===== src/design/brd_pkg.sv =====
package brd_pkg;

    // Command kinds carried in s_tuser
    typedef enum logic [2:0] {
        OP_PUSH_TAIL = 3'd0,
        OP_PUSH_HEAD = 3'd1,
        OP_POP       = 3'd2,
        OP_DRAIN     = 3'd3,
        OP_SHUTDOWN  = 3'd4
    } brd_op_t;

    // Result status carried in m_tuser
    typedef enum logic [1:0] {
        ST_OK    = 2'd0,
        ST_FULL  = 2'd1,
        ST_SHUT  = 2'd2,
        ST_EMPTY = 2'd3
    } brd_status_t;

    localparam int unsigned CFG_W    = 9;
    localparam int unsigned VALUE_W  = 32;
    localparam int unsigned DEPTH_W  = 9;
    localparam int unsigned IN_DATA_W  = 32;
    localparam int unsigned IN_USER_W  = 3;
    localparam int unsigned OUT_DATA_W = 56;
    localparam int unsigned OUT_USER_W = 2;
    localparam logic [CFG_W-1:0] CAP_RESET = 9'd256;

    // Everything about one command except the popped handle
    typedef struct packed {
        brd_status_t        status;
        logic               take;
        logic [DEPTH_W-1:0] depth;
        logic [DEPTH_W-1:0] peak;
        logic               shut;
    } brd_result_t;

endpackage


===== src/design/brd_ctrl.sv =====
module brd_ctrl
    import brd_pkg::*;
#(
    parameter int unsigned MAX_SLOTS    = 256,
    parameter int unsigned HANDLE_WIDTH = 32,
    parameter int unsigned IW           = 8,
    parameter int unsigned CW           = 9
)
(
    input  logic                    clk,
    input  logic                    rst_n,
    input  logic                    cfg_valid,
    input  logic [CFG_W-1:0]        cfg_data,
    input  logic                    cmd_fire,
    input  logic [IN_USER_W-1:0]    opcode,
    input  logic [VALUE_W-1:0]      item_value,
    output brd_result_t             result,
    output logic                    ram_we,
    output logic [IW-1:0]           ram_wr_addr,
    output logic [HANDLE_WIDTH-1:0] ram_wr_data,
    output logic                    ram_re,
    output logic [IW-1:0]           ram_rd_addr
);

    logic [CFG_W-1:0] cap_reg;
    logic [CW-1:0]    cap_eff;
    logic [IW-1:0]    head_reg, head_next;
    logic [IW-1:0]    tail_reg, tail_next;
    logic [CW-1:0]    count_reg, count_next;
    logic [CW-1:0]    peak_reg, peak_next;
    logic             shut_reg, shut_next;
    logic             full;
    logic [IW-1:0]    head_back;
    brd_status_t      status;
    logic             take;
    logic             do_wr;
    logic             do_rd;

    function automatic logic [IW-1:0] step_up(input logic [IW-1:0] idx,
                                              input logic [CW-1:0] cap);
        logic [IW:0] n;
        n = (IW+1)'(idx) + (IW+1)'(1);
        return (n >= cap) ? '0 : n[IW-1:0];
    endfunction

    function automatic logic [IW-1:0] step_down(input logic [IW-1:0] idx,
                                                input logic [CW-1:0] cap);
        if (idx == '0 || idx >= cap)
        begin
            return IW'(cap - CW'(1));
        end
        return idx - IW'(1);
    endfunction

    // clamp the capacity register into 1..MAX_SLOTS
    always_comb
    begin
        if (cap_reg == '0)
        begin
            cap_eff = CW'(1);
        end
        else if (32'(cap_reg) > MAX_SLOTS)
        begin
            cap_eff = CW'(MAX_SLOTS);
        end
        else
        begin
            cap_eff = CW'(cap_reg);
        end
    end

    assign full      = (count_reg >= cap_eff);
    assign head_back = step_down(head_reg, cap_eff);

    always_comb
    begin
        head_next   = head_reg;
        tail_next   = tail_reg;
        count_next  = count_reg;
        shut_next   = shut_reg;
        status      = ST_OK;
        take        = 1'b0;
        do_wr       = 1'b0;
        do_rd       = 1'b0;
        ram_wr_addr = tail_reg;
        unique case (opcode) inside
            OP_PUSH_TAIL:
            begin
                if (shut_reg)
                begin
                    status = ST_SHUT;
                end
                else if (full)
                begin
                    status = ST_FULL;
                end
                else
                begin
                    do_wr      = 1'b1;
                    tail_next  = step_up(tail_reg, cap_eff);
                    count_next = count_reg + CW'(1);
                end
            end
            OP_PUSH_HEAD:
            begin
                if (shut_reg)
                begin
                    status = ST_SHUT;
                end
                else if (full)
                begin
                    status = ST_FULL;
                end
                else
                begin
                    do_wr       = 1'b1;
                    ram_wr_addr = head_back;
                    head_next   = head_back;
                    count_next  = count_reg + CW'(1);
                end
            end
            OP_POP, OP_DRAIN:
            begin
                if (opcode == OP_POP && shut_reg)
                begin
                    status = ST_SHUT;
                end
                else if (count_reg == '0)
                begin
                    status = ST_EMPTY;
                end
                else
                begin
                    do_rd      = 1'b1;
                    take       = 1'b1;
                    head_next  = step_up(head_reg, cap_eff);
                    count_next = count_reg - CW'(1);
                end
            end
            OP_SHUTDOWN:
            begin
                shut_next = 1'b1;
            end
            default:
            begin
                status = ST_OK;
            end
        endcase
        peak_next = (count_next > peak_reg) ? count_next : peak_reg;
    end

    assign ram_we      = cmd_fire & do_wr;
    assign ram_re      = cmd_fire & do_rd;
    assign ram_rd_addr = head_reg;
    assign ram_wr_data = HANDLE_WIDTH'(item_value);

    assign result.status = status;
    assign result.take   = take;
    assign result.depth  = DEPTH_W'(count_next);
    assign result.peak   = DEPTH_W'(peak_next);
    assign result.shut   = shut_next;

    always_ff @(posedge clk or negedge rst_n)
    begin
        if (!rst_n)
        begin
            cap_reg   <= CAP_RESET;
            head_reg  <= '0;
            tail_reg  <= '0;
            count_reg <= '0;
            peak_reg  <= '0;
            shut_reg  <= 1'b0;
        end
        else
        begin
            if (cfg_valid)
            begin
                cap_reg <= cfg_data;
            end
            if (cmd_fire)
            begin
                head_reg  <= head_next;
                tail_reg  <= tail_next;
                count_reg <= count_next;
                peak_reg  <= peak_next;
                shut_reg  <= shut_next;
            end
        end
    end

    a_shut_sticky: assert property (@(posedge clk) disable iff (!rst_n)
        shut_reg |=> shut_reg)
        else $error("shutdown flag cleared");

    a_count_bound: assert property (@(posedge clk) disable iff (!rst_n)
        32'(count_reg) <= MAX_SLOTS && peak_reg >= count_reg)
        else $error("item count out of range or above peak");

    a_wr_rd_excl: assert property (@(posedge clk) disable iff (!rst_n)
        !(ram_we && ram_re))
        else $error("slot write and read in the same command");

endmodule


===== config.mk =====
export PLATFORM = sky130hd
export DESIGN_NAME = brd_ctrl
export DESIGN_NICKNAME = d
export VERILOG_FILES = /design/src/design/brd_pkg.sv /design/src/design/brd_ctrl.sv
export SDC_FILE = /design/constraint.sdc
export NUM_CORES = 1
export LEC_CHECK = 0
export ABC_AREA = 1
export BUFFER_PORTS_ARGS = -buffer_cell sky130_fd_sc_hd__buf_2
export CAP_MARGIN = 20
export CORE_AREA = 5 5 120 88
export DETAILED_ROUTE_END_ITERATION = 8
export DIE_AREA = 0 0 125 93
export PLACE_DENSITY_LB_ADDON = 0.12
export SLEW_MARGIN = 20
export SYNTH_ARGS = -nofsm -noshare
export SYNTH_HDL_FRONTEND = slang
export SYNTH_SLANG_ARGS = --single-unit

===== constraint.sdc =====
create_clock -name clk -period 6.4 [get_ports clk]
set_clock_uncertainty 0.15 [all_clocks]
set_input_delay 1.28 -clock clk [delete_from_list [all_inputs] [get_ports clk]]
set_output_delay 1.28 -clock clk [all_outputs]
set_load 0.02 [all_outputs]

# Word level (Yosys, flattened, before mapping)
# Index checks and enable logic that the tools add are counted.
[totals]
reg_bits = 44
input_bits = 48
out_inout_bits = 72
wordCells = 74
[classes]
addsub = 6
magnitude_cmp = 6
n_eq_ne = 8
muxes = 33
n_bitwise = 4
reduce_logical = 11
[ops]
columns = ["op", "count"]
rows = [
  ["$mux W8", 11],
  ["$mux W9", 7],
  ["$ge A9 B9 Y1", 3],
  ["$add A8 B1 Y9 const B", 2],
  ["$logic_not A9 Y1", 2],
  ["$pmux W9 S2", 1],
  ["$pmux W8 S2", 1],
  ["$sub A8 B1 Y8 const B", 2],
  ["$add A9 B1 Y9 const B", 1],
  ["$ge A8 B9 Y1", 1],
  ["$gt A9 B9 Y1", 1],
  ["$gt A9 B9 Y1 const B", 1],
  ["$mux W1", 9],
  ["$sub A9 B1 Y9 const B", 1],
  ["$logic_not A8 Y1", 1],
  ["$ne A2 B2 Y1 const B", 4],
  ["$eq A3 B2 Y1 const B", 2],
  ["$mux W2", 3],
  ["$reduce_and A6 Y1", 1],
  ["$pmux W2 S2", 1],
  ["$reduce_and A4 Y1", 1],
  ["$reduce_or A2 Y1", 2],
  ["$eq A3 B1 Y1 const B", 1],
  ["$eq A3 B3 Y1 const B", 1],
  ["other kinds (6)", 8],
]

# Logic depth before layout (Yosys ltp)
[depth]
depth_word = 10
ltp_mapped = 31
mapped_depth_nobuf = 30

# Worst setup path after synthesis
# No wires, ideal clock.
[synth_timing]
kind = "register -> output"
from = "reg cap_reg[8]"
to = "out result[2] (netlist bit)"
arrival_ns = 4.063
required_time_ns = 4.970
setup_slack_ns = 0.907
stages_incl_launch_ff = 26
n_path_buf = 1
cell_sequence = "dfstp_2 -> inv_4 -> nor2_1 -> nor2_1 -> inv_1 -> ha_1 -> nand2_1 -> nor2_1 -> nand2_1 -> nand3_1 -> nand2_1 -> nand3b_1 -> inv_2 -> nand2_1 -> nand2_1 -> nand2_1 -> nand3_1 -> nand3_1 -> ha_1 -> nand2_1 -> nor3_1 -> nand4_1 -> nand2_1 -> inv_1 -> clkbuf_1 -> a21boi_0"
[synth_lines]
columns = ["item", "line", "source"]
rows = [
  ["start, declared", "brd_ctrl.sv:25", "logic [CFG_W-1:0] cap_reg;"],
  ["start signal, assigned", "brd_ctrl.sv:178", "cap_reg <= cfg_data;"],
  ["end, declared", "brd_ctrl.sv:17", "output brd_result_t result,"],
]

==> flow_metrics.py <==
metrics = {
    "route": {
        "wire_per_inst_um": 15.8,
        "drc_errors": 0,
        "vias": 4895,
        "drt-total-wl_mm": 14.3,
        "postRouteAntennaNets": 0,
        "drt-initial-drc-count": 488,
        "vias_per_cell": 5.43,
        "drtPass1Iterations": 6,
    },
    "timing": {
        "setup_viol": 0,
        "fin_crit_ns": 6.01,
        "hold_viol": 0,
        "fmax_ghz": 0.166,
        "tightest_slew_ns": 0.784,
        "timing.final.crit_share_pct": 94.0,
        "maxSlewViolCount": 0,
        "layout_setup_ws_ns": 0.386,
        "grt_setup_unrepaired": "no",
        "setup-tns-final_ns": 0,
        "slew_headroom_pct": 47.6,
        "hold-worst-slack_ns": 0.334,
    },
    "critical_path": {
        "crit_required_ns": 4.97,
        "max_stage_delay_ns": 0.38,
        "path_class": "reg -> out",
        "cp-end-kind": "output pin",
        "crit_start": "cap_reg[4]",
        "cp.arrival_ns": 4.58,
        "ff2ff_setup_slack_ns": 2.04,
        "cp-start-kind": "flip-flop",
        "critPathSlowestCell": "dfrtp_1",
        "r2r_start": "cap_reg[4]",
        "critPathMaxFanout": 9,
    },
    "power_and_ir_drop": {
        "power_frac_seq_pct": 20.7,
        "p_int_w": 0.00103,
        "power_switching_w": 0.00117,
        "irDropWorstVdd_uv": 207,
        "power_frac_clock_pct": 13.7,
        "switching_share_pct": 53.1,
        "pwr-share-comb_pct": 65.6,
        "p_per_area_mw_per_mm2": 417,
        "p_leak_nw": 2.86,
    },
    "job": {
        "cap_viol_max_count": 0,
    },
    "synthesis": {
        "synth_area_mm2": 0.00495,
        "synth.distinct_cells": 50,
        "synthTopCellsByCount": "210 x nand2_1, 101 x inv_1, 63 x nand3_1",
        "synth.most_common_cell": "nand2_1",
        "synth_enable_flop_cells": 0,
        "syn_inst": 757,
        "synthFlopType": "dfrtp_1",
        "synth_area_leader_cell": "dfrtp_1",
        "avgSynthCellArea_um2": 6.54,
        "syn_nets": 856,
        "synth-warning-count": 0,
        "synth_top_area_share_pct": 21.7,
        "yosysSeqAreaShare_pct": 22.3,
        "synth_area_leaders": "dfrtp_1 22%, nand2_1 16%, ha_1 13%",
        "synthArstFlopShare_pct": 100,
        "synth_seq_cells": 44,
    },
    "floorplan": {
        "die_x_um": 125,
        "coreArea_mm2": 0.00935,
        "rows": 30,
        "initial_core_util_pct": 53.0,
        "die_h_um": 93,
        "ios": 120,
        "die-area_mm2": 0.0116,
    },
    "place": {
        "place_congestion": 0.966,
        "port_buffers": 55,
        "place_inst": 891,
        "dp_hpwl_mm": 11.3,
        "place_ws_ns": 0.227,
    },
    "clocking": {
        "clock_sinks": 44,
        "cts.clk_slew.worst_paths_ns": 0.07,
        "cts.path.max_buffers": 2,
        "cts_buffers": 5,
        "clk_latency_ns": 0.30,
        "ctsHtreeMaxLevel": 2,
        "cts_root_buf": "clkbuf_16",
        "cts_tree": "done",
    },
    "global_routing": {
        "grt_overflow": 0,
        "grt_antenna_before_repair": 0,
        "grt_pass1_vias": 4360,
        "grt_pass1_wl_mm": 22.9,
        "track_usage_pct": 24.5,
        "grt_max_degree": 45,
    },
    "hold_path": {
        "worstHoldStart": "peak_reg[1]",
        "hp-class": "reg -> reg",
    },
    "cells_and_area": {
        "layout.cells.non_filler": 902,
        "drive_gt1_share_pct": 14.2,
        "area.growth.synth_to_final_pct": 6.70,
        "utilization_pct": 56.5,
        "diodes": 0,
        "fin_nets": 872,
        "fill_cells": 925,
    },
    "outcome": {
        "status": "finished clean",
    },
}
==> worst max-delay path: cells and delay by family (launching register included) <==
family / cells / cell delay [ns]
compound gates: 4 / 0.72
simple gates: 17 / 1.85
buf+inv: 6 / 0.77
fa+ha+maj: 2 / 0.57
flops: 1 / 0.38
==> worst paths after layout <==
kind / depth (start not counted) / endpoint
max: 29 / result[2]
min: 2 / peak_reg[1]
max reg2reg: 31 / peak_reg[6]
min reg2reg: 2 / peak_reg[1]
max in group asynchronous: 1 / count_reg[8]
min in group asynchronous: 1 / ram_rd_addr[7]
==> final cells by class <==
type                       count  area, um2  area share (%)
tap                          128        160            3.03
clock buffer                   5        125            2.37
clock inverter                 3       42.5           0.805
multi-input combinational    554       3120            59.2
inverter                     108        412            7.79
sequential                    44       1100            20.9
timing repair buffer          60        315            5.97
==> per-stage QoR <==
step,total power (W),instance area [um2]
final,0.00220,5280
after global routing,0.00240,5280
after CTS,0.00217,5250
after detailed placement,0.00184,5060
after global placement,0.00183,5060
after floorplan,0.00150,4950
==> routing by layer <==
layer,track usage [%],vias up,share of wire (%)
li1,-,2450,-
met1,39.9,2184,50
met2,32.4,231,38
met3,4.34,30,9.9
met4,5.96,0,1.6
met5,0,-,0
==> what timing repair did <==
item | in CTS | in global routing
hold buffers | 0 | 0
setup buffers | 2 | 1
pin swaps | 0 | 2
cloned | 0 | 0
endpoints found under the setup margin | 1 | 9
resized for setup | 1 | 7
hold endpoints to repair | 0 | 0
==> cell families (layout without fill, tap and decap cells) <==
kind of cell    after synthesis  after routing  share of synthesized area (%)
simple gates                393            393                           36.0
mux                           2              2                          0.430
flops                        44             44                           22.3
fa+ha+maj                    51             51                           12.9
compound gates               95             95                           11.1
xor+xnor                     13             13                           2.30
buf+inv                     159            176                           15.0
==> cells in the final DEF, fill, tap and decap left out, drive strengths merged, types with 6 or more instances in the layout <==
master and n:
o22ai 8, o21ai 46, xor2 11, inv 105, dfrtp 43, buf 60, ha 51, nand2 223
nor2 63, a21oi 28, nand3 66, nand4 21, nor3 6
==> power by group through the flow <==
stage	Sequential [W]	Combinational [W]	Clock, W
finish	0.000456	0.00144	0.000302
global route	0.000464	0.00161	0.000321
CTS	0.000450	0.00141	0.000310
detailed placement	0.000453	0.00139	0
global placement	0.000454	0.00138	0
floorplan	0.000445	0.00105	0
No activity file was read; power rests on OpenSTA's default activity.
